## src/hw/rtl/cbt_pkg.sv

```systemverilog
// Shared widths, constants and inter-stage structs of the CAN bit timing calculator.
`timescale 1ns / 1ps
`default_nettype none

package cbt_pkg;

    localparam int MAX_PRESCALER = 32;

    // port field widths
    localparam int CLK_W   = 28;
    localparam int RATE_W  = 24;
    localparam int SEG1_W  = 8;
    localparam int SEG2_W  = 7;
    localparam int PCODE_W = 5;
    localparam int SJW_W   = 7;

    localparam logic [CLK_W-1:0] CLK_FREQ_RESET = 28'd48000000;

    // clocks-per-bit divider: numerator is clock + rate/2
    localparam int NUM_W      = CLK_W + 1;
    localparam int PB_W       = NUM_W;
    localparam int RDIV_STEPS = NUM_W;

    // widths that hold whenever the prescaler is in range
    localparam int PRE_W = $clog2(MAX_PRESCALER + 1);
    localparam int BEF_W = $clog2(256 * MAX_PRESCALER + 1);
    localparam int AFT_W = $clog2(128 * MAX_PRESCALER + 1);

    // segment dividers
    localparam int SN_W       = BEF_W + 1;
    localparam int SD_W       = PRE_W + 2;
    localparam int SDIV_STEPS = SN_W;

    // input register + rate divider + two split stages + segment divider + output register
    localparam int LATENCY = 1 + RDIV_STEPS + 2 + SDIV_STEPS + 1;

    typedef struct packed {
        logic            vld;
        logic            bad;
        logic [PB_W-1:0] per_bit;
    } t_rate_res;

    typedef struct packed {
        logic             vld;
        logic             ok;
        logic [BEF_W-1:0] bef;
        logic [AFT_W-1:0] after;
        logic [PRE_W-1:0] pre;
    } t_split_res;

    typedef struct packed {
        logic             vld;
        logic             ok;
        logic [PRE_W-1:0] pre;
        logic [SN_W-1:0]  q1;
        logic [SN_W-1:0]  q2;
        logic [SN_W-1:0]  sjw;
    } t_seg_res;

endpackage

`default_nettype wire

```

## src/hw/rtl/cbt_seg_div.sv

```systemverilog
// Pipelined restoring dividers: both segments by prescaler, jump width by 4 * prescaler.
`timescale 1ns / 1ps
`default_nettype none

module cbt_seg_div (
    input  logic                 i_clk,
    input  logic                 i_rst_n,
    input  cbt_pkg::t_split_res  i_res,
    output cbt_pkg::t_seg_res    o_res
);

    localparam int LANES = 3;

    typedef struct packed {
        logic [cbt_pkg::SN_W-1:0]  num;
        logic [cbt_pkg::SD_W-1:0]  den;
        logic [cbt_pkg::SD_W-1:0]  rem;
        logic [cbt_pkg::SN_W-1:0]  quo;
    } t_sdiv_lane;

    typedef struct packed {
        logic                       ok;
        logic [cbt_pkg::PRE_W-1:0]  pre;
        t_sdiv_lane [LANES-1:0]     lane;
    } t_sdiv_stage;

    t_sdiv_stage                       w_s0;
    t_sdiv_stage                       r_stg [0:cbt_pkg::SDIV_STEPS-1];
    t_sdiv_stage                       n_stg [0:cbt_pkg::SDIV_STEPS-1];
    logic [cbt_pkg::SDIV_STEPS-1:0]    r_vld;

    logic [cbt_pkg::SD_W-1:0]          w_pre_d;

    // one restoring step: returns {quotient bit, new remainder}
    function automatic logic [cbt_pkg::SD_W:0] sdiv_step(
        input t_sdiv_lane l
    );
        logic [cbt_pkg::SD_W:0] sh;
        logic [cbt_pkg::SD_W:0] diff;
        sh   = {l.rem, l.num[cbt_pkg::SN_W-1]};
        diff = sh - {1'b0, l.den};
        if (diff[cbt_pkg::SD_W]) begin
            sdiv_step = {1'b0, sh[cbt_pkg::SD_W-1:0]};
        end else begin
            sdiv_step = {1'b1, diff[cbt_pkg::SD_W-1:0]};
        end
    endfunction

    assign w_pre_d = (cbt_pkg::SD_W)'(i_res.pre);

    always_comb begin
        w_s0.ok  = i_res.ok;
        w_s0.pre = i_res.pre;
        // lane 0: round(before / pre)
        w_s0.lane[0].num = (cbt_pkg::SN_W)'(i_res.bef) + (cbt_pkg::SN_W)'(i_res.pre >> 1);
        w_s0.lane[0].den = w_pre_d;
        // lane 1: round(after / pre)
        w_s0.lane[1].num = (cbt_pkg::SN_W)'(i_res.after) + (cbt_pkg::SN_W)'(i_res.pre >> 1);
        w_s0.lane[1].den = w_pre_d;
        // lane 2: round(after / (4 * pre))
        w_s0.lane[2].num = (cbt_pkg::SN_W)'(i_res.after)
                           + ((cbt_pkg::SN_W)'(i_res.pre) << 1);
        w_s0.lane[2].den = w_pre_d << 2;
        for (int j = 0; j < LANES; j++) begin
            w_s0.lane[j].rem = '0;
            w_s0.lane[j].quo = '0;
        end
    end

    always_comb begin
        t_sdiv_stage            prev;
        logic [cbt_pkg::SD_W:0] st;
        prev = w_s0;
        st   = '0;
        for (int k = 0; k < cbt_pkg::SDIV_STEPS; k++) begin
            prev = (k == 0) ? w_s0 : r_stg[(k == 0) ? 0 : k - 1];
            n_stg[k].ok  = prev.ok;
            n_stg[k].pre = prev.pre;
            for (int j = 0; j < LANES; j++) begin
                st = sdiv_step(prev.lane[j]);
                n_stg[k].lane[j].num = prev.lane[j].num << 1;
                n_stg[k].lane[j].den = prev.lane[j].den;
                n_stg[k].lane[j].rem = st[cbt_pkg::SD_W-1:0];
                n_stg[k].lane[j].quo = {prev.lane[j].quo[cbt_pkg::SN_W-2:0], st[cbt_pkg::SD_W]};
            end
        end
    end

    always_ff @(posedge i_clk) begin
        if (!i_rst_n) begin
            r_vld <= '0;
        end else begin
            r_vld <= {r_vld[cbt_pkg::SDIV_STEPS-2:0], i_res.vld};
        end
    end

    always_ff @(posedge i_clk) begin
        for (int k = 0; k < cbt_pkg::SDIV_STEPS; k++) begin
            r_stg[k] <= n_stg[k];
        end
    end

    assign o_res.vld = r_vld[cbt_pkg::SDIV_STEPS-1];
    assign o_res.ok  = r_stg[cbt_pkg::SDIV_STEPS-1].ok;
    assign o_res.pre = r_stg[cbt_pkg::SDIV_STEPS-1].pre;
    assign o_res.q1  = r_stg[cbt_pkg::SDIV_STEPS-1].lane[0].quo;
    assign o_res.q2  = r_stg[cbt_pkg::SDIV_STEPS-1].lane[1].quo;
    assign o_res.sjw = r_stg[cbt_pkg::SDIV_STEPS-1].lane[2].quo;

endmodule

`default_nettype wire

```

## config.mk

```make
export PLATFORM = sky130hd
export DESIGN_NAME = cbt_seg_div
export DESIGN_NICKNAME = d
export VERILOG_FILES = /design/src/hw/rtl/cbt_pkg.sv /design/src/hw/rtl/cbt_seg_div.sv
export SDC_FILE = /design/constraint.sdc
export NUM_CORES = 1
export LEC_CHECK = 0
export BUFFER_PORTS_ARGS = -buffer_cell sky130_fd_sc_hd__buf_2
export CAP_MARGIN = 20
export CORE_ASPECT_RATIO = 0.6
export CORE_MARGIN = 2
export CORE_UTILIZATION = 30
export CTS_CLUSTER_SIZE = 28
export DETAILED_ROUTE_END_ITERATION = 16
export HOLD_SLACK_MARGIN = 0.1
export PLACE_DENSITY_LB_ADDON = 0.3
export SLEW_MARGIN = 20
export SYNTH_ARGS = -nofsm -noshare
export SYNTH_HDL_FRONTEND = slang
export SYNTH_SLANG_ARGS = --single-unit
export TNS_END_PERCENT = 1
```

## constraint.sdc

```tcl
create_clock -name i_clk -period 3.2 [get_ports i_clk]
set_input_delay 0.64 -clock i_clk [delete_from_list [all_inputs] [get_ports i_clk]]
set_output_delay 0.64 -clock i_clk [all_outputs]
set_load 0.02 [all_outputs]
```

==> results of run 1 <==
logic make-up after synthesis:
family	after synthesis
AOI/OAI and AO/OA	631
xor gates and xnor gates	142
adders and majority gates	302
buffers and inverters	317
DFF	1075
muxes	240
other	1
and+or+nand+nor	651
Yosys cell counts (28+ instances only):
cell	number	area [µm²]
nor3_1	74	370
xnor2_1	75	657
a21o_1	31	233
clkbuf_1	28	105
inv_1	220	826
o21a_1	81	608
nand2_1	96	360
fa_1	42	841
mux2i_1	83	831
a211oi_1	50	375
o31a_1	30	263
o21ai_0	96	480
a21oi_1	137	686
xor2_1	63	552
dfxtp_1	1075	21500
o31ai_1	40	300
nand3_1	36	180
nand2b_1	39	244
buf_4	53	398
nor2b_1	66	413
nor4_1	33	206
nor2_1	194	728
mux2_2	157	1770
ha_1	260	3250
area by class of cell:
type | instances | area [µm²] | area share, %
Clock buffer | 127 | 2850 | 6.35
Clock inverter | 66 | 1040 | 2.31
Antenna cell | 1 | 2.50 | 0.00557
Sequential cell | 1075 | 21500 | 47.9
Inverter | 229 | 860 | 1.91
Timing Repair Buffer | 129 | 786 | 1.75
Tap cell | 1699 | 2130 | 4.74
Multi-Input combinational cell | 1970 | 15700 | 35.0
worst max-delay path, stage by stage, from the launching register on:
cell and delay, ns:
dfxtp_1 0.43, ha_1 0.20, inv_1 0.05, fa_1 0.43
a211oi_2 0.30, o21bai_2 0.16, a2111oi_4 0.49, xor2_4 0.32
mux2_2 0.37
registers in the layout (all words and copies together), names as in the netlist:
signal  count
r_stg    1060
r_vld      15
per-layer routing:
metal | vias to the layer above | GRT usage, % | share of wire [%]
met5 | - | 0 | 0.058
met3 | 131 | 3.00 | 5.3
li1 | 12036 | - | -
met2 | 434 | 13.7 | 32
met4 | 8 | 3.27 | 2.2
met1 | 10760 | 20.6 | 60
worst paths after layout:
kind                           endpoint  slack [ns]
setup / recovery  r_stg[0][913]$_DFF_P_        0.35
hold / removal     r_stg[0][31]$_DFF_P_        0.18
setup reg to reg  r_stg[0][913]$_DFF_P_        0.35
hold reg to reg   r_stg[1][283]$_DFF_P_        0.32
power groups by stage:
stage	registers (mW)	clock network (mW)	logic, mW
3_5_place_dp	20.3	0	16.4
5_1_grt	20.5	14.7	18.5
2_1_floorplan	19.3	0	13.2
4_1_cts	20.0	14.1	16.5
6_report	20.0	13.6	16.6
3_3_place_gp	20.3	0	16.1
cells in the final DEF, fill, tap and decap left out, types with 30 or more instances in the layout:
| cell | instances |
|---|---|
| xor2_1 | 63 |
| nor2b_1 | 66 |
| o31ai_1 | 40 |
| nor3_1 | 74 |
| a21o_1 | 31 |
| fa_1 | 42 |
| nand3_1 | 36 |
| nor4_1 | 33 |
| o21a_1 | 81 |
| xnor2_1 | 75 |
| nand2_1 | 96 |
| buf_2 | 89 |
| mux2i_1 | 83 |
| mux2_2 | 157 |
| a21oi_1 | 137 |
| dfxtp_1 | 1075 |
| nor2_1 | 194 |
| inv_1 | 220 |
| ha_1 | 260 |
| nand2b_1 | 39 |
| o21ai_0 | 96 |
| clkbuf_16 | 106 |
| a211oi_1 | 50 |
| o31a_1 | 30 |
what timing repair did:
action | CTS | global route
setup endpoints to repair | 0 | 0
hold buffers | 16 | 0
endpoints found under the hold margin | 16 | 0
==> metrics, run 1 <==
Layout area overhead 16.2%; Placeable Area 127000 µm²; row count between 100 and 150; Clock Latency Late Sink 0.71 ns; Post-DP Area 40800 µm²; Starting Density 30.4%; Vias 23369; Leak Pwr 18.9 nW; Period minus WS final 2.85 ns; Yosys warning count 0; final worst setup slack ~0.35 ns; pre-CTS setup slack 0.261 ns; IO Pins 90; final setup fails 0; Worst R2R Start r_stg[0][845]$_DFF_P_; Placer Congestion 0.837; final max-slew violation count 0; first-pass GRT wire length 125000 µm; Distinct cells, synth 75; EDFF count, synth 0; Hold Crit Start i_res[1]; Sw Ratio about a third; RSZ-0062 raised after global routing false; antenna-violating nets left 0; status completed; synthesized area per cell around 11 µm²; post-synthesis cell count 3359; CTS tree done; Clk pwr share 27.1%; Syn Std Cell Area 38600 µm²; Layout Skew 0.0458 ns; die width 467 µm; drt wl/cell 14.9 µm; fmax 351 MHz; post-route clock period utilization about nine tenths; vias in the first global route 21968; largest family of logic cells by synthesized area compound AO/OA/AOI/OAI gates; ys flop type dfxtp_1; Fill cells around 13000; VDD IR-drop max 0.458 mV; Crit Path Max Fanout 7; Max Cap Violations 0; Setup CP Type flop to flop; CP required 3.80 ns; Max Root-Sink Buffers 3; Hold Path Class input pin to flop; largest net degree at the start of global routing 17; Die Span Y about 280 µm; WP data arrival 3.45 ns; max_slew headroom about two fifths; post-cts sizing count 0; Synth Area in Compound Gates between 10% and 20%; global-route usage over all layers 12.0%; layout cell share with drive strength beyond 1 between 10% and 20%; remaining routing DRC violations 0; sequential power share between 30% and 40%; final instance area 44900 µm²; Async S/R FF share, synth 0%; Register-to-Register Path Depth 8; initial antenna violation count 6; PwrDens 1120 nW/µm²; HPWL Detailed 59300 µm; worst hold slack roughly 0.18 ns; combinational share of power 33.1%; adder-cell share of the synthesized area a little over a tenth; DRT Pass-1 Iters 5; Worst-Margin Slew about 0.89 ns; Simple-Gate Fraction of Synth Area 8.79%; global route total overflow 0; XOR/XNOR Fraction of Synth Area 3.33%; crit path launch type flop; Tot Pwr roughly 50 mW; Critical Path Sink Type flop; CTS Sinks about 1100; Initial DRC Count 1454; final hold violations 0; Internal Pwr Total between 30 and 40 mW; fin util 35.3%; H-Tree Depth 3; mux cell area share after synthesis slightly below 7%; CTS Buf Count 104; Yosys reg bits 1075; number of cells after detailed placement 5086; CP Launch Point r_stg[0][845]$_DFF_P_; final wirelength 79000 µm; hold path cells 2; sequential-to-total area share from yosys stat 55.7%; clk slew on worst S/H paths about 0.07 ns; die area around 130000 µm²; Post-CTS Setup Inserts 0; DR vias/cell 4.41; fin nets 3848; root buf cell clkbuf_16; Switch Pwr between 15 and 20 mW; Port Buffer Count a little under 90; Cell Count, Final, Fillers Out approximately 5300; setup TNS 0 ns
Note: power is estimated with default switching activity, not from simulation.
==> run 2, diff against run 1 <==
--- a/config.mk
+++ b/config.mk
@@ -13,7 +13,7 @@
 export CTS_CLUSTER_SIZE = 28
 export DETAILED_ROUTE_END_ITERATION = 16
 export HOLD_SLACK_MARGIN = 0.1
-export PLACE_DENSITY_LB_ADDON = 0.3
+export PLACE_DENSITY = 0.53
 export SLEW_MARGIN = 20
 export SYNTH_ARGS = -nofsm -noshare
 export SYNTH_HDL_FRONTEND = slang
==> run 2 against run 1 <==
- critical path depth is the same
- die area unchanged
- utilization shrank 0.29 points
- register-to-register slack got worse by 0.05 ns
- sequential share of layout area up 0.40 points
- highest routed layer unchanged
- design area fell by 0.83%
- setup slack got worse by 0.053 ns
- global-route usage is 0.063 points higher
- sequential cell count stayed put
==> metrics, run 2 (synthesized netlist as in run 1, its figures left out) <==
status completed; vias in the first global route between 20000 and 25000; Max Root-Sink Buffers 3; crit path launch type flop; Hold Crit Endpoint r_stg[0][37]$_DFF_P_; CTS Buf Count 102; combinational share of power 33.8%; max_slew headroom 36.2%; multi-input logic area 15700 µm²; drt wl/cell roughly 15 µm; Clock Latency Late Sink 0.71 ns; flip-flop count of the largest register after layout 1060; DR vias/cell 4.42; Post-DP Area 40900 µm²; die area 132000 µm²; crit path cell chain ha_1, inv_1, fa_1, a211oi_1, o21bai_1, a21oi_1, xnor2_1, mux2_2; CP required 3.79 ns; commonest non-fill, non-tap cell in the layout dfxtp_1; final setup fails 0; Worst-Margin Slew ~0.95 ns; Sw Ratio 33.1%; highest-count cells in the layout ignoring fill and taps 1075 x dfxtp_1, 260 x ha_1, 220 x inv_1; layout cell share with drive strength beyond 1 13.6%; PwrDens 1110 nW/µm²; hold path cells 2; die width 467 µm; worst hold slack between 0.15 and 0.2 ns; sequential power share between 40% and 50%; final wirelength 79500 µm; Setup CP Type flop to flop; HPWL Detailed 59700 µm; RSZ-0062 raised after global routing false; VDD IR-drop max about 0.47 mV; Worst R2R Start r_stg[1][419]$_DFF_P_; WP data arrival 3.49 ns; Internal Pwr Total 32.9 mW; Max Cap Violations 0; CTS Sinks 1075; post-cts sizing count 0; initial antenna violation count 8; Post-CTS Setup Inserts 0; first-pass GRT wire length 126000 µm; CTS tree done; IO Pins 90; Period minus WS final 2.90 ns; Largest Register r_stg; Critical Path Sink Type flop; Worst path max stage delay 0.44 ns; Initial DRC Count 1333; Fill cells 12561; Die Span Y 282 µm; largest net degree at the start of global routing 17; remaining routing DRC violations 0; Vias approximately 23000; Port Buffer Count 89; DRT Pass-1 Iters 8; Placeable Area 127000 µm²; final instance area around 45000 µm²; CP max stage cell dfxtp_1; root buf cell clkbuf_16; setup TNS 0 ns; fmax between 300 and 400 MHz; row count 101; antenna-violating nets left 0; Leak Pwr 18.8 nW; Starting Density 30.4%; final max-slew violation count 0; global-route usage over all layers 12.1%; final hold violations 0; hold buffers post-CTS 12; global route total overflow 0; RR Endpoint r_stg[1][444]$_DFF_P_; Register-to-Register Path Depth 8; Layout Skew 0.0391 ns; CP Launch Point r_stg[1][419]$_DFF_P_; r2r setup slk 0.30 ns; H-Tree Depth 3; Clk pwr share 25.6%; Crit Path Max Fanout 7; top flop regs r_stg x1060, r_vld x15; Hold Path Class input pin to flop; Hold Crit Start i_res[25]; Switch Pwr 16.3 mW; clk slew on worst S/H paths around 0.060 ns; Reg area between 20000 and 25000 µm²; Layout area overhead 15.3%; post-route clock period utilization 90.7%; fin nets 3844; Placer Congestion 0.823
run 2: worst max-delay path: cells and delay by family, from the launching register on:
family,cells,cell delay [ns]
flops,1,0.44
mux,1,0.41
compound gates,3,0.80
fa+ha+maj,2,0.67
xor+xnor,1,0.41
buf+inv,1,0.06
run 2: routing by layer:
metal	routed length, µm	global-route usage [%]	vias to the layer above
met5	44	0	-
met1	47300	20.3	10815
met3	4130	2.78	124
met2	26200	14.2	408
met4	1830	3.69	8
li1	-	-	12038
run 2: worst max path at each step:
stage                                  endpoint  slack, ns  cells past startpoint
after global placement     r_stg[0][15]$_DFF_P_       0.30                     12
after floorplan            r_stg[0][15]$_DFF_P_       0.59                     11
final                     r_stg[1][444]$_DFF_P_       0.30                      8
after CTS                 r_stg[1][444]$_DFF_P_       0.35                      8
after detailed placement   r_stg[0][15]$_DFF_P_       0.24                     12
after global routing      r_stg[0][301]$_DFF_P_       0.16                      8
run 2: power by group through the flow:
stage | sequential, mW | combinational, mW | clock [mW]
after global placement | 20.3 | 16.2 | 0
after floorplan | 19.3 | 13.2 | 0
after CTS | 20.0 | 16.6 | 13.1
after detailed placement | 20.3 | 16.4 | 0
final | 20.0 | 16.6 | 12.6
after global routing | 20.5 | 18.5 | 13.6
run 2: stage by stage:
step	std cells	setup WS (ns)	power (mW)	util [%]
after floorplan	3362	0.595	32.5	-
after global placement	5088	0.299	36.5	32.1
after detailed placement	5088	0.243	36.7	32.1
after CTS	5287	0.348	49.7	35.0
after global routing	5289	0.157	52.6	35.0
final	5291	0.297	49.2	35.0
run 2: final cells by class:
| class | instances | area share (%) |
|---|---|---|
| Clock buffer | 121 | 6.14 |
| Multi-Input combinational cell | 1970 | 35.3 |
| Clock inverter | 66 | 1.79 |
| Antenna cell | 4 | 0.0225 |
| Tap cell | 1699 | 4.77 |
| Sequential cell | 1075 | 48.3 |
| Timing Repair Buffer | 127 | 1.71 |
| Inverter | 229 | 1.93 |
==> run 3, diff against run 2 <==
--- a/config.mk
+++ b/config.mk
@@ -13,7 +13,7 @@
 export CTS_CLUSTER_SIZE = 28
 export DETAILED_ROUTE_END_ITERATION = 16
 export HOLD_SLACK_MARGIN = 0.1
-export PLACE_DENSITY = 0.53
+export PLACE_DENSITY = 0.55
 export SLEW_MARGIN = 20
 export SYNTH_ARGS = -nofsm -noshare
 export SYNTH_HDL_FRONTEND = slang
==> constraint.sdc (replaced) <==
create_clock -name i_clk -period 2.6 [get_ports i_clk]
set_input_delay 0.52 -clock i_clk [delete_from_list [all_inputs] [get_ports i_clk]]
set_output_delay 0.52 -clock i_clk [all_outputs]
set_load 0.02 [all_outputs]
==> run 3 against run 2 <==
- the run now ends with setup timing left
- sequential share of layout area fell by 1.7 points
- first-iteration DRC count rose by 8.5%
- clock skew rose by 0.014 ns
==> metrics, run 3 (synthesized netlist as in run 1, its figures left out) <==
HPWL Detailed 59700 µm; vias in the first global route between 20000 and 25000; Hold Path Class input pin to flop; final max-slew violation count 0; crit path cell chain inv_2, ha_4, inv_1, fa_2, a21o_1, a221o_1, nor4_4, xnor2_4, mux2_2; Setup CP Type flop to flop; Worst R2R Start r_stg[0][657]$_DFF_P_; remaining routing DRC violations 0; Crit path max-delay family compound AO/OA/AOI/OAI gates; worst hold slack about 0.23 ns; Port Buffer Count 89; first-pass GRT wire length 127000 µm; Worst-Margin Slew 0.700 ns; Layout Skew between 0.05 and 0.06 ns; Vias ~24000; WP data arrival about 3.2 ns; CTS Buf Count 102; CP required about 3.2 ns; initial antenna violation count 4; Placer Congestion 0.825; global-route usage over all layers 12.1%; Register-to-Register Path Depth 9; CTS Sinks between 1000 and 1500; Leak Pwr 19.7 nW; final hold violations 0; H-Tree Depth 3; commonest non-fill, non-tap cell in the layout dfxtp_1; Max Root-Sink Buffers 3; die area 132000 µm²; final worst setup slack -0.00973 ns; CP bufs+invs 2; Largest Register r_stg; failing checks setup timing; flip-flop count of the largest register after layout 1060; busiest grt layer met1; layout cell share with drive strength beyond 1 18.8%; die width 467 µm; RR Endpoint r_stg[0][773]$_DFF_P_; CP max stage cell a221o_1; Starting Density a little under a third; fmax 383 MHz; Crit Path Max Fanout 6; highest-count cells in the layout ignoring fill and taps 1069 x dfxtp_1, 255 x ha_1, 216 x inv_1; Max Cap Violations 0; Period minus WS final about 2.6 ns; root buf cell clkbuf_16; M1 GR Usage 20.4%; antenna-violating nets left 0; RSZ-0062 raised after global routing true; hold path cells 3; met2 Track Usage GR 14.3%; number of cells after detailed placement 5235; drt wl/cell around 15 µm; post-route clock period utilization 100%; largest net degree at the start of global routing 19; PwrDens 1350 nW/µm²; CTS tree done; final setup fails 4; fin nets 4017; Clock Latency Late Sink just over 0.7 ns; top flop regs r_stg x1060, r_vld x15; VDD IR-drop max 0.690 mV; Hold Crit Start i_res[10]; crit path launch type flop; setup TNS -0.0282 ns; IO Pins 90; fin util 36.3%; row count 101; max_slew headroom 52.9%; status complete, but fails checks; Worst path max stage delay 0.38 ns; Cell Count, Final, Fillers Out 5459; clk slew on worst S/H paths 0.07 ns; Critical Path Sink Type flop; DRT Pass-1 Iters 5; Placeable Area ~130000 µm²; DR vias/cell 4.41; Initial DRC Count 1446; met3 Usage GRT 2.56%; r2r setup slk -0.01 ns; final wirelength 79700 µm; Die Span Y 282 µm; Layout area overhead 19.5%; Hold Crit Endpoint r_stg[0][80]$_DFF_P_; global route total overflow 0
-- run 3: worst max-delay path by stage --
stage,to,cells past startpoint,slack [ns],start
2_1_floorplan,r_stg[0][913]$_DFF_P_,8,0.04,r_stg[0][845]$_DFF_P_
3_3_place_gp,r_stg[0][15]$_DFF_P_,12,-0.12,i_res[1]
3_5_place_dp,r_stg[0][15]$_DFF_P_,12,-0.16,i_res[1]
4_1_cts,r_stg[0][586]$_DFF_P_,10,-0.0007,r_stg[0][561]$_DFF_P_
5_1_grt,r_stg[0][773]$_DFF_P_,9,-0.12,r_stg[0][657]$_DFF_P_
6_report,r_stg[0][773]$_DFF_P_,9,-0.01,r_stg[0][657]$_DFF_P_
-- run 3: routing by layer --
metal / share of wire (%) / vias up / wire length (µm)
met1: 59 / 11062 / 47300
li1: - / 12377 / -
met3: 5.3 / 120 / 4250
met2: 33 / 486 / 26400
met5: 0.0088 / - / 7
met4: 2.2 / 2 / 1730
-- run 3: per-stage QoR --
step	area (µm²)	total power, mW	worst slack, ns
5_1_grt	46100	66.9	-0.122
3_3_place_gp	42000	46.2	-0.117
6_report	46100	62.4	-0.00973
3_5_place_dp	42000	46.6	-0.165
4_1_cts	45900	62.7	-0.000680
2_1_floorplan	38600	40.0	0.0432
-- run 3: tightest hold or removal path: stages --
cell	delay (ns)
buf_2	0.09
ha_1	0.18
xor2_1	0.08
-- run 3: what timing repair did --
action	4_1_cts	5_1_grt
pin swaps	4	12
buffers inserted	0	2
hold buffers	36	0
cloned	0	0
endpoints found under the setup margin	47	164
endpoints found under the hold margin	36	0
gates resized for setup	13	76
-- run 3: power breakdown --
group | internal [mW] | switching, mW | leakage [nW]
clock | 8.85 | 6.63 | 1.73
sequential | 21.8 | 2.74 | 9.04
combinational | 11.3 | 11.1 | 8.89
-- run 3: area by class of cell --
type	count	area, µm²
fillers	12462	81000
flip-flops and latches	1075	21500
multi-input cells	1970	16000
clock buffers	128	2840
well taps	1699	2130
repair buffers	300	2120
inverters	229	863
clock inverters	57	709
diodes	1	2.50
